### src/rtl/smtps_pkg.sv
`default_nettype none
package smtps_pkg;

    localparam int unsigned CODE_TEMP_FAIL = 400;
    localparam int unsigned CODE_PERM_FAIL = 500;

    typedef enum logic [1:0] {
        ACT_REPLY   = 2'd0,
        ACT_CONNECT = 2'd1,
        ACT_CLOSED  = 2'd2,
        ACT_MAIL    = 2'd3
    } action_t;

    typedef enum logic [3:0] {
        CMD_NONE  = 4'd0,
        CMD_OPEN  = 4'd1,
        CMD_CLOSE = 4'd2,
        CMD_EHLO  = 4'd3,
        CMD_HELO  = 4'd4,
        CMD_MAIL  = 4'd5,
        CMD_RCPT  = 4'd6,
        CMD_DATA  = 4'd7,
        CMD_RSET  = 4'd8
    } cmd_t;

    typedef enum logic [11:0] {
        ST_CLOSED     = 12'b0000_0000_0001,
        ST_CONNECTING = 12'b0000_0000_0010,
        ST_GREETING   = 12'b0000_0000_0100,
        ST_IDLE       = 12'b0000_0000_1000,
        ST_EHLO       = 12'b0000_0001_0000,
        ST_HELO       = 12'b0000_0010_0000,
        ST_MAILFROM   = 12'b0000_0100_0000,
        ST_RCPT       = 12'b0000_1000_0000,
        ST_DATA       = 12'b0001_0000_0000,
        ST_BODY       = 12'b0010_0000_0000,
        ST_RSET       = 12'b0100_0000_0000,
        ST_QUIT       = 12'b1000_0000_0000
    } state_t;

    typedef struct packed {
        logic mail_sent;
        logic mail_dropped;
        logic queue_overflow;
        logic unexpected_reply;
    } flags_t;

    function automatic logic [3:0] state_code(input state_t st);
        logic [3:0] code;
        case (st)
            ST_CLOSED:     code = 4'd0;
            ST_CONNECTING: code = 4'd1;
            ST_GREETING:   code = 4'd2;
            ST_IDLE:       code = 4'd3;
            ST_EHLO:       code = 4'd4;
            ST_HELO:       code = 4'd5;
            ST_MAILFROM:   code = 4'd6;
            ST_RCPT:       code = 4'd7;
            ST_DATA:       code = 4'd8;
            ST_BODY:       code = 4'd9;
            ST_RSET:       code = 4'd10;
            ST_QUIT:       code = 4'd11;
            default:       code = 4'd0;
        endcase
        return code;
    endfunction

endpackage
`default_nettype wire

### src/rtl/smtps_step.sv
`default_nettype none
module smtps_step #(
    parameter int unsigned MAX_PENDING = 255,
    parameter int unsigned CNT_W       = 8
) (
    input  var smtps_pkg::state_t  state,
    input  wire [CNT_W-1:0]        count,
    input  wire [1:0]              action,
    input  wire [9:0]              reply_code,
    input  wire                    continued,
    input  wire                    connect_failed,
    output smtps_pkg::state_t      state_next,
    output logic [CNT_W-1:0]       count_next,
    output smtps_pkg::cmd_t        command,
    output smtps_pkg::flags_t      flags
);

    localparam logic [CNT_W-1:0] MAX_CNT   = CNT_W'(MAX_PENDING);
    localparam logic [9:0]       TEMP_FAIL = 10'(smtps_pkg::CODE_TEMP_FAIL);
    localparam logic [9:0]       PERM_FAIL = 10'(smtps_pkg::CODE_PERM_FAIL);

    logic [CNT_W-1:0] count_dec;
    logic [CNT_W-1:0] count_inc;
    logic             temp_fail;
    logic             perm_fail;

    assign count_dec = (count == '0) ? '0 : count - CNT_W'(1);
    assign count_inc = count + CNT_W'(1);
    assign temp_fail = reply_code >= TEMP_FAIL;
    assign perm_fail = reply_code >= PERM_FAIL;

    always_comb
    begin
        state_next = state;
        count_next = count;
        command    = smtps_pkg::CMD_NONE;
        flags      = '0;
        case (smtps_pkg::action_t'(action))
            smtps_pkg::ACT_REPLY:
            begin
                if (state inside {smtps_pkg::ST_CLOSED, smtps_pkg::ST_CONNECTING})
                begin
                    flags.unexpected_reply = 1'b1;
                end
                else if (state == smtps_pkg::ST_RSET)
                begin
                    state_next = (count != '0) ? smtps_pkg::ST_MAILFROM : smtps_pkg::ST_IDLE;
                    command    = (count != '0) ? smtps_pkg::CMD_MAIL : smtps_pkg::CMD_NONE;
                end
                else if (!continued)
                begin
                    case (state)
                        smtps_pkg::ST_GREETING:
                        begin
                            state_next = temp_fail ? smtps_pkg::ST_CLOSED : smtps_pkg::ST_EHLO;
                            command    = temp_fail ? smtps_pkg::CMD_CLOSE : smtps_pkg::CMD_EHLO;
                        end
                        smtps_pkg::ST_EHLO, smtps_pkg::ST_HELO:
                        begin
                            if (perm_fail && state == smtps_pkg::ST_EHLO)
                            begin
                                state_next = smtps_pkg::ST_HELO;
                                command    = smtps_pkg::CMD_HELO;
                            end
                            else if (temp_fail)
                            begin
                                state_next = smtps_pkg::ST_CLOSED;
                                command    = smtps_pkg::CMD_CLOSE;
                            end
                            else if (count != '0)
                            begin
                                state_next = smtps_pkg::ST_MAILFROM;
                                command    = smtps_pkg::CMD_MAIL;
                            end
                            else
                            begin
                                state_next = smtps_pkg::ST_IDLE;
                            end
                        end
                        smtps_pkg::ST_MAILFROM, smtps_pkg::ST_RCPT,
                        smtps_pkg::ST_DATA, smtps_pkg::ST_BODY:
                        begin
                            if (perm_fail)
                            begin
                                count_next         = count_dec;
                                flags.mail_dropped = 1'b1;
                                command            = smtps_pkg::CMD_RSET;
                                state_next         = smtps_pkg::ST_RSET;
                            end
                            else if (!temp_fail)
                            begin
                                case (state)
                                    smtps_pkg::ST_MAILFROM:
                                    begin
                                        command    = smtps_pkg::CMD_RCPT;
                                        state_next = smtps_pkg::ST_RCPT;
                                    end
                                    smtps_pkg::ST_RCPT:
                                    begin
                                        command    = smtps_pkg::CMD_DATA;
                                        state_next = smtps_pkg::ST_DATA;
                                    end
                                    smtps_pkg::ST_DATA:
                                    begin
                                        state_next = smtps_pkg::ST_BODY;
                                    end
                                    default:
                                    begin
                                        count_next      = count_dec;
                                        flags.mail_sent = 1'b1;
                                        state_next      = (count_dec != '0) ?
                                            smtps_pkg::ST_MAILFROM : smtps_pkg::ST_IDLE;
                                        command         = (count_dec != '0) ?
                                            smtps_pkg::CMD_MAIL : smtps_pkg::CMD_NONE;
                                    end
                                endcase
                            end
                        end
                        default:
                        begin
                        end
                    endcase
                end
            end
            smtps_pkg::ACT_CONNECT:
            begin
                if (state == smtps_pkg::ST_CONNECTING)
                begin
                    state_next = connect_failed ? smtps_pkg::ST_CLOSED : smtps_pkg::ST_GREETING;
                end
            end
            smtps_pkg::ACT_CLOSED:
            begin
                if (state != smtps_pkg::ST_CLOSED)
                begin
                    command = smtps_pkg::CMD_CLOSE;
                end
                state_next = smtps_pkg::ST_CLOSED;
            end
            default:
            begin
                if (count >= MAX_CNT)
                begin
                    flags.queue_overflow = 1'b1;
                end
                else
                begin
                    count_next = count_inc;
                    if (state == smtps_pkg::ST_CLOSED)
                    begin
                        command    = smtps_pkg::CMD_OPEN;
                        state_next = smtps_pkg::ST_CONNECTING;
                    end
                    else if (state == smtps_pkg::ST_IDLE)
                    begin
                        command    = smtps_pkg::CMD_MAIL;
                        state_next = smtps_pkg::ST_MAILFROM;
                    end
                end
            end
        endcase
    end

endmodule
`default_nettype wire

### src/rtl/smtp_client_sequencer.sv
`default_nettype none
// SMTP client command sequencer. Each input beat is one event (server reply
// line, connect result, link close or new mail); each produces exactly one
// output beat with the next command, the sent/dropped/overflow/unexpected
// flags, the protocol state and the pending mail count after the event.
// An event passes an input register, then the state table and counter
// update, then the result register, and one event per cycle is sustained
// while the output side does not stall. The pending count saturates at
// MAX_PENDING; pending_count shows its low 8 bits.
module smtp_client_sequencer #(
    parameter int unsigned MAX_PENDING = 255
) (
    input  wire        clk,
    input  wire        rst_n,
    input  wire        in_valid,
    output logic       in_stall,
    input  wire [1:0]  action,
    input  wire [9:0]  reply_code,
    input  wire        continued,
    input  wire        connect_failed,
    output logic       out_valid,
    input  wire        out_stall,
    output logic [3:0] command,
    output logic       mail_sent,
    output logic       mail_dropped,
    output logic       queue_overflow,
    output logic       unexpected_reply,
    output logic [3:0] current_state,
    output logic [7:0] pending_count
);

    localparam int unsigned CNT_W = $clog2(MAX_PENDING + 1);

    logic             in_valid_reg;
    logic [1:0]       action_reg;
    logic [9:0]       reply_code_reg;
    logic             continued_reg;
    logic             connect_failed_reg;

    smtps_pkg::state_t state_reg;
    smtps_pkg::state_t state_next;
    logic [CNT_W-1:0]  count_reg;
    logic [CNT_W-1:0]  count_next;
    smtps_pkg::cmd_t   cmd_next;
    smtps_pkg::flags_t flags_next;

    logic              out_valid_reg;
    logic [3:0]        command_reg;
    smtps_pkg::flags_t flags_reg;
    logic [3:0]        state_code_reg;
    logic [7:0]        pending_reg;

    logic              advance;
    logic [CNT_W+7:0]  count_ext;

    assign advance   = in_valid_reg && (!out_valid_reg || !out_stall);
    assign in_stall  = in_valid_reg && !advance;
    assign count_ext = {8'd0, count_next};

    smtps_step #(
        .MAX_PENDING (MAX_PENDING),
        .CNT_W       (CNT_W)
    ) u_step (
        .state          (state_reg),
        .count          (count_reg),
        .action         (action_reg),
        .reply_code     (reply_code_reg),
        .continued      (continued_reg),
        .connect_failed (connect_failed_reg),
        .state_next     (state_next),
        .count_next     (count_next),
        .command        (cmd_next),
        .flags          (flags_next)
    );

    // input beat register
    always_ff @(posedge clk or negedge rst_n)
    begin
        if (!rst_n)
        begin
            in_valid_reg <= 1'b0;
        end
        else if (!in_stall)
        begin
            in_valid_reg <= in_valid;
        end
    end

    always_ff @(posedge clk)
    begin
        if (in_valid && !in_stall)
        begin
            action_reg         <= action;
            reply_code_reg     <= reply_code;
            continued_reg      <= continued;
            connect_failed_reg <= connect_failed;
        end
    end

    // protocol state and pending count
    always_ff @(posedge clk or negedge rst_n)
    begin
        if (!rst_n)
        begin
            state_reg <= smtps_pkg::ST_CLOSED;
            count_reg <= '0;
        end
        else if (advance)
        begin
            state_reg <= state_next;
            count_reg <= count_next;
        end
    end

    // result register
    always_ff @(posedge clk or negedge rst_n)
    begin
        if (!rst_n)
        begin
            out_valid_reg <= 1'b0;
        end
        else if (advance)
        begin
            out_valid_reg <= 1'b1;
        end
        else if (!out_stall)
        begin
            out_valid_reg <= 1'b0;
        end
    end

    always_ff @(posedge clk)
    begin
        if (advance)
        begin
            command_reg    <= cmd_next;
            flags_reg      <= flags_next;
            state_code_reg <= smtps_pkg::state_code(state_next);
            pending_reg    <= count_ext[7:0];
        end
    end

    assign out_valid        = out_valid_reg;
    assign command          = command_reg;
    assign mail_sent        = flags_reg.mail_sent;
    assign mail_dropped     = flags_reg.mail_dropped;
    assign queue_overflow   = flags_reg.queue_overflow;
    assign unexpected_reply = flags_reg.unexpected_reply;
    assign current_state    = state_code_reg;
    assign pending_count    = pending_reg;

endmodule
`default_nettype wire

### config.mk
export PLATFORM = sky130hd
export DESIGN_NAME = smtp_client_sequencer
export DESIGN_NICKNAME = d
export VERILOG_FILES = /design/src/rtl/smtps_pkg.sv /design/src/rtl/smtps_step.sv /design/src/rtl/smtp_client_sequencer.sv
export SDC_FILE = /design/constraint.sdc
export NUM_CORES = 1
export LEC_CHECK = 0
export ABC_AREA = 1
export BUFFER_PORTS_ARGS = -buffer_cell sky130_fd_sc_hd__buf_2
export CAP_MARGIN = 10
export CORE_MARGIN = 2
export CORE_UTILIZATION = 41
export DETAILED_ROUTE_END_ITERATION = 8
export SLEW_MARGIN = 10
export SYNTH_ARGS = -nofsm -noshare
export SYNTH_HDL_FRONTEND = slang
export SYNTH_SLANG_ARGS = --single-unit
### constraint.sdc
create_clock -name clk -period 4.4 [get_ports clk]
set_input_delay 0.66 -clock clk [delete_from_list [all_inputs] [get_ports clk]]
set_output_delay 0.66 -clock clk [all_outputs]
set_load 0.02 [all_outputs]
Word level (Yosys, flattened, before mapping)
Cells that the tools add are included.
{"block": "word_totals", "reg_bits": 56, "in_bits": 18, "elab_cells": 121}
{"block": "op_classes", "addsub": 2, "magnitude_cmp": 3, "n_eq_ne": 26, "muxes": 52, "bitwise_logic": 2, "n_reduce_logical": 21}
{"cell": "2-to-1 mux 12 bit", "n": 11}
{"cell": "case mux 12 bit (3 select lines)", "n": 3}
{"cell": "2-to-1 mux 8 bit", "n": 9}
{"cell": "case mux 4 bit (11 select lines)", "n": 1}
{"cell": "2-to-1 mux 4 bit", "n": 9}
{"cell": "case mux 4 bit (3 select lines)", "n": 3}
{"cell": "equality test 12 x 10 -> 1 bit (second input constant)", "n": 2}
{"cell": "equality test 12 x 11 -> 1 bit (second input constant)", "n": 2}
{"cell": "equality test 12 x 2 -> 1 bit (second input constant)", "n": 2}
{"cell": "equality test 12 x 3 -> 1 bit (second input constant)", "n": 2}
{"cell": "equality test 12 x 4 -> 1 bit (second input constant)", "n": 2}
{"cell": "equality test 12 x 5 -> 1 bit (second input constant)", "n": 2}
{"cell": "equality test 12 x 6 -> 1 bit (second input constant)", "n": 2}
{"cell": "equality test 12 x 7 -> 1 bit (second input constant)", "n": 2}
{"cell": "equality test 12 x 8 -> 1 bit (second input constant)", "n": 2}
{"cell": "equality test 12 x 9 -> 1 bit (second input constant)", "n": 2}
{"cell": ">= comparator 10 x 9 -> 1 bit (second input constant)", "n": 2}
{"cell": "case mux 8 bit (2 select lines)", "n": 1}
{"cell": "nonzero test 8 bit", "n": 2}
{"cell": "2-to-1 mux 7 bit", "n": 2}
{"cell": "equality test 12 x 1 -> 1 bit (second input constant)", "n": 1}
{"cell": "equality test 12 bit (second input constant)", "n": 1}
{"cell": "2-to-1 mux 3 bit", "n": 4}
{"cell": "!= test 12 x 1 -> 1 bit (second input constant)", "n": 1}
{"cell": "other kinds (21)", "n": 36}

Logic depth before layout (Yosys ltp)
Gate-level depths: netlist of the first run.
{"block": "logic_depth", "ltp_word": 14, "mapped_depth": 22, "depth_no_buf": 22}

Hierarchy
A second synthesis of the first run with hierarchy kept.
{"block": "unflattened", "cells_unflattened": 523, "hier_area_um2": 3905.0}
{"module": "smtp_client_sequencer", "instances": 1, "cells_each": 188, "area_each_um2": 2175.8, "seq_area_each_um2": 1572.8}
{"module": "smtps_step", "instances": 1, "cells_each": 335, "area_each_um2": 1729.2, "seq_area_each_um2": 0.0}

Worst setup path after synthesis of the first run
Ideal clock, no wire load.
{"block": "synth_timing", "kind": "flip-flop to flip-flop", "start": "reg count_reg[0]", "end": "reg state_code_reg[0] (netlist: current_state[0]) (data pin)", "arrival_time_ns": 2.169, "path_slack_ns": 1.977, "stages_incl_launch_ff": 23, "n_path_buf": 0, "path_cell_list": "dfrtp_1 > clkinv_1 > ha_1 > nand2_1 > nor2_1 > nand2_2 > inv_1 > nor2_1 > nor2_1 > nand3_1 > nand2_1 > nand2_1 > nand2_1 > nand2_1 > nand2_1 > nand2_1 > nand2_1 > nand3_2 > nor2_1 > nand3_1 > nand2_1 > nor2_1 > nand2_1"}
{"block": "synth_via", "elab_chain_len": 14, "word_cells_on_any_way": 31, "cone_classes": "1 x add/sub; 1 x order compare; 11 x eq/ne; 15 x mux; 3 x reduce/logical"}
{"element": "from (decl)", "line_no": "smtp_client_sequencer.sv:42", "rtl": "logic [CNT_W-1:0] count_reg;"}
{"element": "from (signal assigned)", "line_no": "smtp_client_sequencer.sv:111", "rtl": "count_reg <= count_next;"}
{"element": "subtractor 8 x 1 -> 8 bit / logical NOT 8 bit (equally long branches)", "line_no": "smtps_step.sv:27", "rtl": "assign count_dec = (count == '0) ? '0 : count - CNT_W'(1);"}
{"element": "2-to-1 mux 8 bit", "line_no": "smtps_step.sv:27"}
{"element": "nonzero test 8 bit", "line_no": "smtps_step.sv:111", "rtl": "state_next = (count_dec != '0) ?"}
{"element": "2-to-1 mux 7 bit", "line_no": "smtps_step.sv:111"}
{"element": "case mux 12 bit (3 select lines)", "line_no": "smtps_step.sv:92", "rtl": "case (state)"}
{"element": "2-to-1 mux 12 bit", "line_no": "smtps_step.sv:90", "rtl": "else if (!temp_fail)"}
{"element": "2-to-1 mux 12 bit", "line_no": "smtps_step.sv:83", "rtl": "if (perm_fail)"}
{"element": "case mux 12 bit (3 select lines)", "line_no": "smtps_step.sv:52", "rtl": "case (state)"}
{"element": "2-to-1 mux 12 bit", "line_no": "smtps_step.sv:50", "rtl": "else if (!continued)"}
{"element": "2-to-1 mux 12 bit", "line_no": "smtps_step.sv:45", "rtl": "else if (state == smtps_pkg::ST_RSET)"}
{"element": "2-to-1 mux 12 bit", "line_no": "smtps_step.sv:41", "rtl": "if (state inside {smtps_pkg::ST_CLOSED, smtps_pkg::ST_CONNECTING})"}
{"element": "case mux 12 bit (3 select lines) (*)", "line_no": "smtps_step.sv:38", "rtl": "case (smtps_pkg::action_t'(action))"}
{"element": "equality test 12 bit (tied with other cells)", "line_no": "smtps_pkg.sv:50", "rtl": "case (st)"}
{"element": "case mux 4 bit (11 select lines) (*)", "line_no": "smtps_pkg.sv:50"}
{"element": "to (signal assigned)", "line_no": "smtp_client_sequencer.sv:138", "rtl": "state_code_reg <= smtps_pkg::state_code(state_next);"}
{"element": "to (decl)", "line_no": "smtp_client_sequencer.sv:50", "rtl": "logic [3:0] state_code_reg;"}
Mark *: on every way between the ends. The rest lies on a longest branch, timed or not.
A chain may end at the register's enable or synchronous reset.

Worst setup path in the final report of the first run
{"block": "layout_timing", "start": "reg action_reg[0]", "end": "reg state_code_reg[0] (netlist: current_state[0]) (data pin)"}
{"block": "layout_via", "elab_chain_len": 4, "word_cells_on_any_way": 16, "cone_classes": "13 x eq/ne; 2 x mux; 1 x reduce/logical"}
{"element": "from (decl)", "line_no": "smtp_client_sequencer.sv:35", "rtl": "logic [1:0] action_reg;"}
{"element": "from (signal assigned)", "line_no": "smtp_client_sequencer.sv:93", "rtl": "action_reg <= action;"}
{"element": "equality test 2 bit (tied with other cells)", "line_no": "smtps_step.sv:38"}
{"element": "case mux 12 bit (3 select lines) (*)", "line_no": "smtps_step.sv:38"}
{"element": "equality test 12 bit (tied with other cells)", "line_no": "smtps_pkg.sv:50"}
{"element": "case mux 4 bit (11 select lines) (*)", "line_no": "smtps_pkg.sv:50"}
Marked as above.

==> results of run 1 <==
-- final timing paths --
check                                     to  cells after the start
max in group asynchronous       state_reg[0]                      1
hold / removal                  in_valid_reg                      1
setup reg to reg            current_state[0]                     15
hold reg to reg                    out_valid                      2
setup / recovery            current_state[0]                     15
min in group clk           reply_code_reg[8]                      1
-- final cells by class --
cell class / count / area (µm²) / area share [%]
inverters: 69 / 259 / 5.76
clock inverters: 2 / 17.5 / 0.389
flip-flops and latches: 54 / 1510 / 33.6
repair buffers: 39 / 200 / 4.45
multi-input cells: 434 / 2260 / 50.3
clock buffers: 6 / 82.6 / 1.84
well taps: 133 / 166 / 3.70
-- where the power goes --
| part | internal, mW | switching (mW) |
|---|---|---|
| Combinational | 0.372 | 0.837 |
| Clock | 0.130 | 0.176 |
| Sequential | 0.637 | 0.0923 |
-- routing by layer --
| layer | track usage, % | vias to the layer above |
|---|---|---|
| li1 | - | 1956 |
| met4 | 5.60 | 0 |
| met1 | 29.2 | 1733 |
| met5 | 0 | - |
| met2 | 31.6 | 138 |
| met3 | 2.20 | 11 |
-- worst reg2reg max path, stage by stage, from the launching register on --
cell and delay, ps:
edfxtp_1 460, inv_1 110, ha_1 470, clkinv_1 480, nor2_1 560, inv_1 90, a21oi_1 220, nand2_1 100
nand2_2 90, nor2_2 50, nand3_1 100, nor2_1 50, nand2_1 50, nand2_1 50, nor2_1 90, nand2_1 50
-- through the flow --
step	hold WS, ps	util, %	cells	setup WS [ps]	total power, mW
6_report	306	46.2	737	1150	2.24
5_1_grt	348	46.2	737	811	2.44
4_1_cts	337	46.2	737	1200	2.24
3_5_place_dp	496	45.2	729	1230	1.93
3_3_place_gp	479	45.2	729	1280	1.91
2_1_floorplan	364	-	570	1980	1.67
-- placed cells by master, fill, tap and decap left out, drive strengths merged --
| master | n |
|---|---|
| o21ai | 46 |
| xor2 | 2 |
| o211ai | 2 |
| nor4 | 2 |
| nand3b | 1 |
| o21bai | 1 |
| a32o | 2 |
| a311oi | 1 |
| a32oi | 2 |
| ha | 7 |
| dfrtp | 21 |
| nor3 | 14 |
| edfxtp | 32 |
| clkbuf | 6 |
| nand2 | 179 |
| a31oi | 3 |
| clkinv | 5 |
| buf | 39 |
| o2111ai | 1 |
| inv | 66 |
| a22oi | 2 |
| nand4 | 11 |
| xnor2 | 1 |
| and2 | 1 |
| dfstp | 1 |
| nor2 | 68 |
| and3 | 1 |
| nand3 | 60 |
| a21oi | 27 |
-- logic make-up (layout without fill, tap and decap cells) --
logic type,after synthesis,count (layout),share of synthesized area [%]
buffers and inverters,82,116,7.70
AOI/OAI and AO/OA,87,87,12.3
DFF,54,54,37.1
xor gates and xnor gates,3,3,0.644
adders and majority gates,7,7,2.15
and+or+nand+nor,337,337,40.2
==> results.md, run 1 <==
- Wire per inst: about 14 µm
- DP Area: approximately 0.0044 mm²
- DP HPWL: between 8 and 9 mm
- Post-synth EDFFs: 32
- Cells after Synth: 570
- Starting Density: between 40% and 50%
- Largest register FFs: 12
- Final worst path period share: between 70 and 80%
- Share of Yosys cell area claimed by the top area cell type: approximately a quarter
- Met3 WL: ~600 µm
- Main synth FF type: edfxtp_1
- Fmax: approximately 310 MHz
- Max-slew violations: 0
- Internal reg-to-reg setup slack: roughly 1100 ps
- Period minus WS final: about 3300 ps
- Netlist cell types: 43
- Worst rel slew slack: between 50 and 60%
- Synth-to-layout area growth: 10.3%
- Core Region: between 0.009 and 0.01 mm²
- Final ANT Viol Nets: 0
- TNS Setup: 0 ps
- PwrDens: 499 mW/mm²
- Latest clock arrival within the worst-skew pair: 330 ps
- Post-route cell area: approximately 0.0045 mm²
- Final net count: approximately 630
- Num CTS Buffers: 5
- Unrepaired setup endpoints after global routing: false
- CTS resizes: 0
- Post-synth top cells: nand2_1 (157), inv_1 (57), nand3_1 (52)
- Max-Cap Viols: 0
- Clock Path Buffers: 2
- Vias per inst: 5.21
- Die footprint: roughly 0.011 mm²
- Finish-stage setup viols: 0
- Hold Crit Class: primary input to async pin
- Port buffer count: 37
- CP max stage cell: nor2_1
- Synth warn: 0
- Number of global-route vias before repair: 3470
- Final Hold Vio Count: 0
- Post-route DRC: 0
- Launching point of the worst reg2reg path: action_reg[0]
- Leak Pwr: 2.10 nW
- Clk_skew: approximately 14 ps
- Layout cells sized above 1: 18.4%
- Wirelength, routed: about 11 mm
- Worst slew pin tran: 604 ps
- # rows: 36
- Max rail drop VDD: around 0.16 mV
- Mapped Nets: slightly below 600
- Top cell type by total area after synthesis: edfxtp_1
- Kind of cell adding the most delay to the critical path: simple AND/OR/NAND/NOR gates
- Synthesized area: ~0.0041 mm²
- CP endpoint kind: flop
- Post-CTS Hold Buffers: 0
- Clk slew on worst S/H paths: around 110 ps
- Clock Tree Root: clkbuf_8
- CTS H-tree lvls: 2
- Via Count: 3838
- Register area share after synthesis: a little under two fifths
- CTS tree: done
- Ys async rst share: 40.7%
- Syn_area_per_cell: slightly above 7 µm²
- WP buf/inv: 3
- Placer Congestion: 0.949
- Critical path's most frequent cell: nand2_1
- DRT iter0 DRCs: 315
- Synthesis-stage register bit count: 54
- I/O pin cnt: 40
- Die height: between 100 and 150 µm
- Fill count: between 1000 and 1500
- Initial antenna violation count: 0
- DR top layer: met4
- Synth top area cells: edfxtp_1 (24%), nand2_1 (14%), dfrtp_1 (13%)
- Die X: about 100 µm
- Critical Path Source Type: flop
- CP Class: flop to flop
- Detail Route met2 WL: 4.62 mm
- Drt pass-1 iters: 5
- Slowest Stage Delay on Critical Path: 560 ps
- CP max FO: 11
- Largest net degree at the start of global routing: 35
- Worst setup path startpoint: action_reg[0]
- Routed met1 length: about 5.2 mm
- Post-CTS setup repair buffer count: 0
- Critical path cell sequence: inv_1 > ha_1 > clkinv_1 > nor2_1 > inv_1 > a21oi_1 > nand2_1 > nand2_2 > nor2_2 > nand3_1 > nor2_1 > nand2_1 > nand2_1 > nor2_1 > nand2_1
- Clk sinks: 54
- Worst EP arrival: about 3300 ps
- GRT Residual Overflow: 0
- First-pass GRT wire length: between 15 and 20 mm
- Antenna cell count: 0
- GR Util All Layers: around 20%
- WP data required: around 4500 ps
- Most numerous cell in the Yosys netlist: nand2_1
- Run status: complete, no violations
No activity file was read; power rests on OpenSTA's default activity.
==> run 2, diff against run 1 <==
- ABC_AREA: 1 -> 0
- clock period: 4.4 -> 3.3 ns (I/O delays scaled with it)
==> run 2 against run 1 <==
Net effect: combinational power up 43%; sequential cell count unchanged; clock power up 56%; largest power group unchanged; critical path depth down 7; count of clock-buffer cells in the layout down 1; first-iteration DRC count down 32%.
==> results.md, run 2 <==
- Vias per inst: 5.94 (was 5.21)
- Core Region: 0.00881 mm² (was 0.00973 mm²)
- CP Class: flop to flop (unchanged)
- Clock network power share: 15.1% (was 13.6%)
- Commonest non-fill, non-tap cells in the layout: buf_4 (55), nand2_1 (41), buf_2 (37), edfxtp_1 (32) (was nand2_1 (157), inv_1 (57), nand3_1 (52), nor2_1 (50), o21ai_0 (41))
- CTS H-tree lvls: 2 (unchanged)
- I/O pin cnt: 40 (unchanged)
- Combinational power share: 54.9% (was 53.9%)
- Worst setup path startpoint: state_reg[10] (was action_reg[0])
- Starting Density: 42.8% (was 41.9%)
- Sw power: 1.34 mW (was 1.11 mW)
- Main synth FF type: edfxtp_1 (unchanged)
- Via Count: 3486 (was 3838)
- Max rail drop VDD: 0.221 mV (was 0.160 mV)
- Clk_skew: 7.95 ps (was 14.2 ps)
- Worst slew pin tran: 645 ps (was 604 ps)
- CTS tree: done (unchanged)
- WP data required: 3380 ps (was 4490 ps)
- Synth warn: 0 (unchanged)
- Num CTS Buffers: 5 (unchanged)
- Switching Share: 42.4% (was 49.3%)
- Top cell type by total area after synthesis: edfxtp_1 (unchanged)
- Synthesized area: 0.00377 mm² (was 0.00408 mm²)
- Placer Congestion: 0.937 (was 0.949)
- Max-Cap Viols: 0 (unchanged)
- Worst Hold Slack: 158 ps (was 306 ps)
- First-pass GRT wire length: 17.4 mm (about the same)
- Post-synth top cells: nand2_1 (41), edfxtp_1 (32), nor2_1 (30) (was nand2_1 (157), inv_1 (57), nand3_1 (52))
- Placed cell count: 575 (was 729)
- Wire per inst: 18.4 µm (was 14.3 µm)
- Die X: 99.9 µm (was 104 µm)
- Cells after Synth: 402 (was 570)
- Clk slew on worst S/H paths: 110 ps (about the same)
- Syn_area_per_cell: 9.38 µm² (was 7.16 µm²)
- Register area share after synthesis: 40.1% (was 37.1%)
- Mapped Nets: 427 (was 595)
- Post-route DRC: 0 (unchanged)
- Clock Path Buffers: 2 (unchanged)
- Synthesis-stage register bit count: 54 (unchanged)
- Max-slew violations: 0 (unchanged)
- Final cell count without fillers: 587 (was 737)
- Drt pass-1 iters: 6 (was 5)
- Ys async rst share: 40.7% (unchanged)
- Initial antenna violation count: 0 (unchanged)
- Post-placement setup slack: 83.5 ps (was 1230 ps)
- DP Area: 0.00437 mm² (was 0.00440 mm²)
- Post-route cell area: 0.00460 mm² (was 0.00450 mm²)
- GRT Residual Overflow: 0 (unchanged)
- Most numerous cell in the Yosys netlist: nand2_1 (unchanged)
- Finish-stage setup viols: 0 (unchanged)
- Clock Tree Root: clkbuf_8 (unchanged)
- CP endpoint kind: flop (unchanged)
- GR Util All Layers: 22.4% (was 20.0%)
- Share of Yosys cell area claimed by the top area cell type: 25.5% (was 23.6%)
- Worst EP arrival: 3270 ps (was 3340 ps)
- Die height: 99.9 µm (was 104 µm)
- Reg power frac: 29.9% (was 32.5%)
- Internal power: 1.82 mW (was 1.14 mW)
- Period minus WS final: 3190 ps (was 3250 ps)
- R2R depth: 8 (was 15)
- Timing endpoint of the critical path: current_state[1] (was current_state[0])
- Post-CTS Hold Buffers: 0 (unchanged)
- Hold Crit Class: primary input to async pin (unchanged)
- Critical Path Source Type: flop (unchanged)
- Fill count: 857 (was 1025)
- Final net count: 503 (was 628)
- Post-synth EDFFs: 32 (unchanged)
- Largest net degree at the start of global routing: 34 (was 35)
- Final Hold Vio Count: 0 (unchanged)
- CP max FO: 8 (was 11)
- TNS Setup: 0 ps (unchanged)
- Largest register FFs: 12 (unchanged)
- Final worst path period share: 96.6% (was 73.9%)
- Register cell area after layout: 0.00151 mm² (unchanged)
- Layout cells sized above 1: 30.9% (was 18.4%)
- DRT iter0 DRCs: 214 (was 315)
- Fmax: 314 MHz (was 307 MHz)
- Netlist cell types: 77 (was 43)
- # rows: 34 (was 36)
- Die footprint: 0.00998 mm² (was 0.0108 mm²)
- Synth-to-layout area growth: 22.1% (was 10.3%)
- Most common cell after layout, fill and taps aside: buf_4 (was nand2_1)
- DP HPWL: 8.22 mm (was 8.10 mm)
- Worst rel slew slack: 56.6% (was 59.7%)
- Leak Pwr: 2.01 nW (was 2.10 nW)
- Final ANT Viol Nets: 0 (unchanged)
- Launching point of the worst reg2reg path: state_reg[10] (was action_reg[0])
- Clk sinks: 54 (unchanged)
- Fin worst setup slack: 112 ps (was 1150 ps)
- Port buffer count: 37 (unchanged)
- Run status: complete, no violations (unchanged)
- R2r endpoint: current_state[1] (was current_state[0])
- Synth top area cells: edfxtp_1 (25%), dfrtp_1 (14%), nand2_1 (4.1%) (was edfxtp_1 (24%), nand2_1 (14%), dfrtp_1 (13%))
- Internal reg-to-reg setup slack: 110 ps (was 1150 ps)
- Wirelength, routed: 10.8 mm (was 10.6 mm)
- Latest clock arrival within the worst-skew pair: 320 ps (was 330 ps)
- Antenna cell count: 0 (unchanged)
- Area occupied by multi-input gates: 0.00219 mm² (was 0.00226 mm²)
- PwrDens: 684 mW/mm² (was 499 mW/mm²)
- Number of global-route vias before repair: 3355 (was 3470)
[run 2: critical path, cell delays in order (launching register included)]
cell and delay, ps:
dfrtp_1 440, or4_1 540, or4_4 520, o22ai_2 180
o22ai_1 150, o311ai_4 570, and4b_1 270, a211oi_2 190
o2bb2ai_1 90
[run 2: per-stage QoR]
| stage | utilization [%] | power (mW) |
|---|---|---|
| 3_5_place_dp | 49.7 | 2.57 |
| 5_1_grt | 52.3 | 3.35 |
| 2_1_floorplan | - | 1.99 |
| 3_3_place_gp | 49.7 | 2.55 |
| 6_report | 52.3 | 3.15 |
| 4_1_cts | 51.0 | 3.06 |
[run 2: layout make-up]
type,count,share of cell area (%)
repair buffers,92,13.0
flip-flops and latches,54,32.9
multi-input cells,312,47.6
well taps,108,2.93
clock buffers,5,1.49
inverters,13,1.06
clock inverters,3,1.03
[run 2: how the worst min path moves through the flow]
stage | depth (start not counted) | endpoint | slack (ps) | startpoint
floorplan | 0 | count_reg[0] | 200 | rst_n
global placement | 1 | out_valid | 490 | in_valid_reg
detailed placement | 1 | out_valid | 500 | in_valid_reg
CTS | 1 | in_valid_reg | 180 | rst_n
global route | 1 | count_reg[3] | 210 | rst_n
finish | 1 | count_reg[2] | 160 | rst_n
[run 2: cell families (layout without fill, tap and decap cells)]
| family | count (synthesis) | in the layout | synth area share (%) |
|---|---|---|---|
| buf+inv | 36 | 113 | 3.95 |
| xor+xnor | 7 | 7 | 1.63 |
| fa+ha+maj | 7 | 7 | 2.32 |
| compound gates | 118 | 118 | 23.2 |
| flops | 54 | 54 | 40.1 |
| mux | 18 | 18 | 5.21 |
| simple gates | 162 | 162 | 23.5 |
[run 2: power by group through the flow]
stage | clock network (mW) | logic, mW | registers, mW
floorplan | 0 | 1.03 | 0.954
global placement | 0 | 1.60 | 0.951
detailed placement | 0 | 1.62 | 0.953
CTS | 0.492 | 1.62 | 0.939
global route | 0.512 | 1.88 | 0.960
finish | 0.476 | 1.73 | 0.944
[run 2: timing repair]
item	CTS	global route
hold endpoints to repair	0	0
buffers inserted	0	4
endpoints found under the setup margin	0	4
gates resized for setup	0	16
[run 2: layer usage]
layer | global-route usage [%] | vias up | part of all wire (%)
met1 | 32.3 | 1672 | 48
met5 | 0 | - | 0
li1 | - | 1682 | -
met4 | 6.95 | 0 | 1.9
met3 | 3.55 | 19 | 4.6
met2 | 34.8 | 113 | 45
==> run 3, diff against run 2 <==
--- a/config.mk
+++ b/config.mk
@@ -12,4 +12,5 @@
 export CORE_UTILIZATION = 41
 export DETAILED_ROUTE_END_ITERATION = 8
+export MAX_ROUTING_LAYER = met4
 export SLEW_MARGIN = 10
 export SYNTH_ARGS = -nofsm -noshare
==> constraint.sdc (replaced) <==
create_clock -name clk -period 3.3 [get_ports clk]
set_input_delay 0.66 -clock clk [delete_from_list [all_inputs] [get_ports clk]]
set_output_delay 0.66 -clock clk [all_outputs]
set_load 0.02 [all_outputs]
==> run 3 against run 2 <==
Net effect: first-iteration DRC count rose by 16%; combinational power fell by 2%; count of clock-buffer cells in the layout rose by 1; largest power group unchanged.
==> results.md, run 3 (same netlist as run 2, synthesis figures left out) <==
- Run status: complete, no violations (unchanged)
- GR Util All Layers: 23.1% (was 22.4%)
- Max rail drop VDD: 0.320 mV (was 0.221 mV)
- Wirelength, routed: 10.8 mm (about the same)
- Detail Route met2 WL: 4.81 mm (was 4.87 mm)
- Routed met1 length: 5.01 mm (was 5.23 mm)
- Die footprint: 0.00998 mm² (unchanged)
- Max-Cap Viols: 0 (unchanged)
- Worst rel slew slack: 59.5% (was 56.6%)
- Most common cell after layout, fill and taps aside: buf_4 (unchanged)
- Final ANT Viol Nets: 0 (unchanged)
- Final net count: 502 (was 503)
- Clk slew on worst S/H paths: 100 ps (was 110 ps)
- TNS Setup: 0 ps (unchanged)
- Period minus WS final: 3130 ps (was 3190 ps)
- CP endpoint kind: flop (unchanged)
- Design Power: 3.08 mW (was 3.15 mW)
- Worst slew pin tran: 607 ps (was 645 ps)
- Switching Share: 42.1% (was 42.4%)
- Worst Hold Slack: 345 ps (was 158 ps)
- Layout cells sized above 1: 29.1% (was 30.9%)
- Starting Density: 42.8% (unchanged)
- CP Class: flop to flop (unchanged)
- Clk sinks: 54 (unchanged)
- Synth-to-layout area growth: 21.1% (was 22.1%)
- Fmax: 319 MHz (was 314 MHz)
- Clock Tree Root: clkbuf_8 (unchanged)
- Post-placement setup slack: 35.4 ps (was 83.5 ps)
- Sw power: 1.30 mW (was 1.34 mW)
- I/O pin cnt: 40 (unchanged)
- Final worst path period share: 94.9% (was 96.6%)
- DRT iter0 DRCs: 249 (was 214)
- Critical Path Source Type: flop (unchanged)
- Core Region: 0.00881 mm² (unchanged)
- CTS H-tree lvls: 2 (unchanged)
- # rows: 34 (unchanged)
- Clock Path Buffers: 2 (unchanged)
- GRT Residual Overflow: 0 (unchanged)
- Hold Crit Class: primary input to async pin (unchanged)
- Leak Pwr: 1.98 nW (was 2.01 nW)
- Combinational power share: 54.9% (about the same)
- Port buffer count: 37 (unchanged)
- CP max FO: 8 (unchanged)
- Antenna cell count: 0 (unchanged)
- Num CTS Buffers: 5 (unchanged)
- Register cell area after layout: 0.00151 mm² (unchanged)
- Wire per inst: 18.4 µm (about the same)
- First-pass GRT wire length: 17.5 mm (was 17.4 mm)
- Finish-stage setup viols: 0 (unchanged)
- Fill count: 825 (was 857)
- WP data required: 3370 ps (was 3380 ps)
- Largest register FFs: 12 (unchanged)
- Worst EP arrival: 3200 ps (was 3270 ps)
- Drt pass-1 iters: 5 (was 6)
- Via Count: 3565 (was 3486)
- Latest clock arrival within the worst-skew pair: 310 ps (was 320 ps)
- DR top layer: met4 (unchanged)
- Vias per inst: 6.08 (was 5.94)
- Clock network power share: 14.6% (was 15.1%)
- CTS tree: done (unchanged)
- Internal power: 1.78 mW (was 1.82 mW)
- Initial antenna violation count: 0 (unchanged)
- Die height: 99.9 µm (unchanged)
- Placer Congestion: 0.910 (was 0.937)
- Largest net degree at the start of global routing: 34 (unchanged)
- Number of global-route vias before repair: 3334 (was 3355)
- Reg power frac: 30.5% (was 29.9%)
- Area occupied by multi-input gates: 0.00216 mm² (was 0.00219 mm²)
- Post-route DRC: 0 (unchanged)
- Met3 WL: 728 µm (was 499 µm)
- Post-CTS Hold Buffers: 0 (unchanged)
- Commonest non-fill, non-tap cells in the layout: buf_4 (53), nand2_1 (41), buf_2 (37), edfxtp_1 (32), nor2_1 (29) (was buf_4 (55), nand2_1 (41), buf_2 (37), edfxtp_1 (32))
- Max-slew violations: 0 (unchanged)
- Die X: 99.9 µm (unchanged)
- PwrDens: 675 mW/mm² (was 684 mW/mm²)
- DP HPWL: 8.19 mm (was 8.22 mm)
- Clk_skew: 9.06 ps (was 7.95 ps)
- Fin worst setup slack: 167 ps (was 112 ps)
- Unrepaired setup endpoints after global routing: false
- Final Hold Vio Count: 0 (unchanged)
## run 3: changes by cell type in the layout (fill, tap and decap cells not counted), sizes merged
cell	previous run	this run
buf	92	91
clkbuf	5	6
clkinvlp	0	1
inv	15	13
## run 3: cell type report
type	count	share of cell area (%)
multi-input cells	312	47.2
flip-flops and latches	54	33.1
repair buffers	91	13.2
well taps	108	2.96
clock buffers	6	1.59
inverters	13	1.07
clock inverters	2	0.822
## run 3: power by group through the flow
stage	Combinational, mW	Sequential, mW	Clock, mW
global route	1.84	0.953	0.491
floorplan	1.03	0.954	0
CTS	1.62	0.934	0.466
global placement	1.61	0.946	0
detailed placement	1.62	0.948	0
finish	1.69	0.938	0.450
## run 3: final timing paths
path,end,cells after the start,slack (ps),startpoint
worst max register to register,current_state[1],8,170,state_reg[11]
worst min-delay path,count_reg[2],1,340,rst_n
worst max-delay path,current_state[1],8,170,state_reg[11]
min in group clk,out_valid,1,510,in_valid_reg
max in group asynchronous,state_reg[7],1,2550,rst_n
worst min register to register,out_valid,1,510,in_valid_reg
## run 3: worst max-delay path, cell delays in order, from the launching register on
cell and delay (ps):
dfrtp_1 440, or4_1 580, or4_1 540, o22ai_2 170, o22ai_1 130, o311ai_4 500
and4b_1 260, a211oi_2 190, o2bb2ai_1 90
## run 3: repair_timing
| action | 4_1_cts | 5_1_grt |
|---|---|---|
| setup endpoints to repair | 0 | 4 |
| buffers inserted | 0 | 5 |
| gates resized for setup | 0 | 10 |
## run 3: per-layer routing
metal,up-vias,track usage (%)
met5,-,-
met4,0,6.22
met3,22,3.27
met2,141,35.1
met1,1723,32.6
li1,1679,-
## run 3: per-stage QoR
step | util, % | area, µm² | instances
after CTS | 50.9 | 4480 | 581
after global placement | 49.6 | 4370 | 573
after global routing | 51.9 | 4570 | 586
after detailed placement | 49.6 | 4370 | 573
after floorplan | - | 3770 | 402
final | 51.9 | 4570 | 586
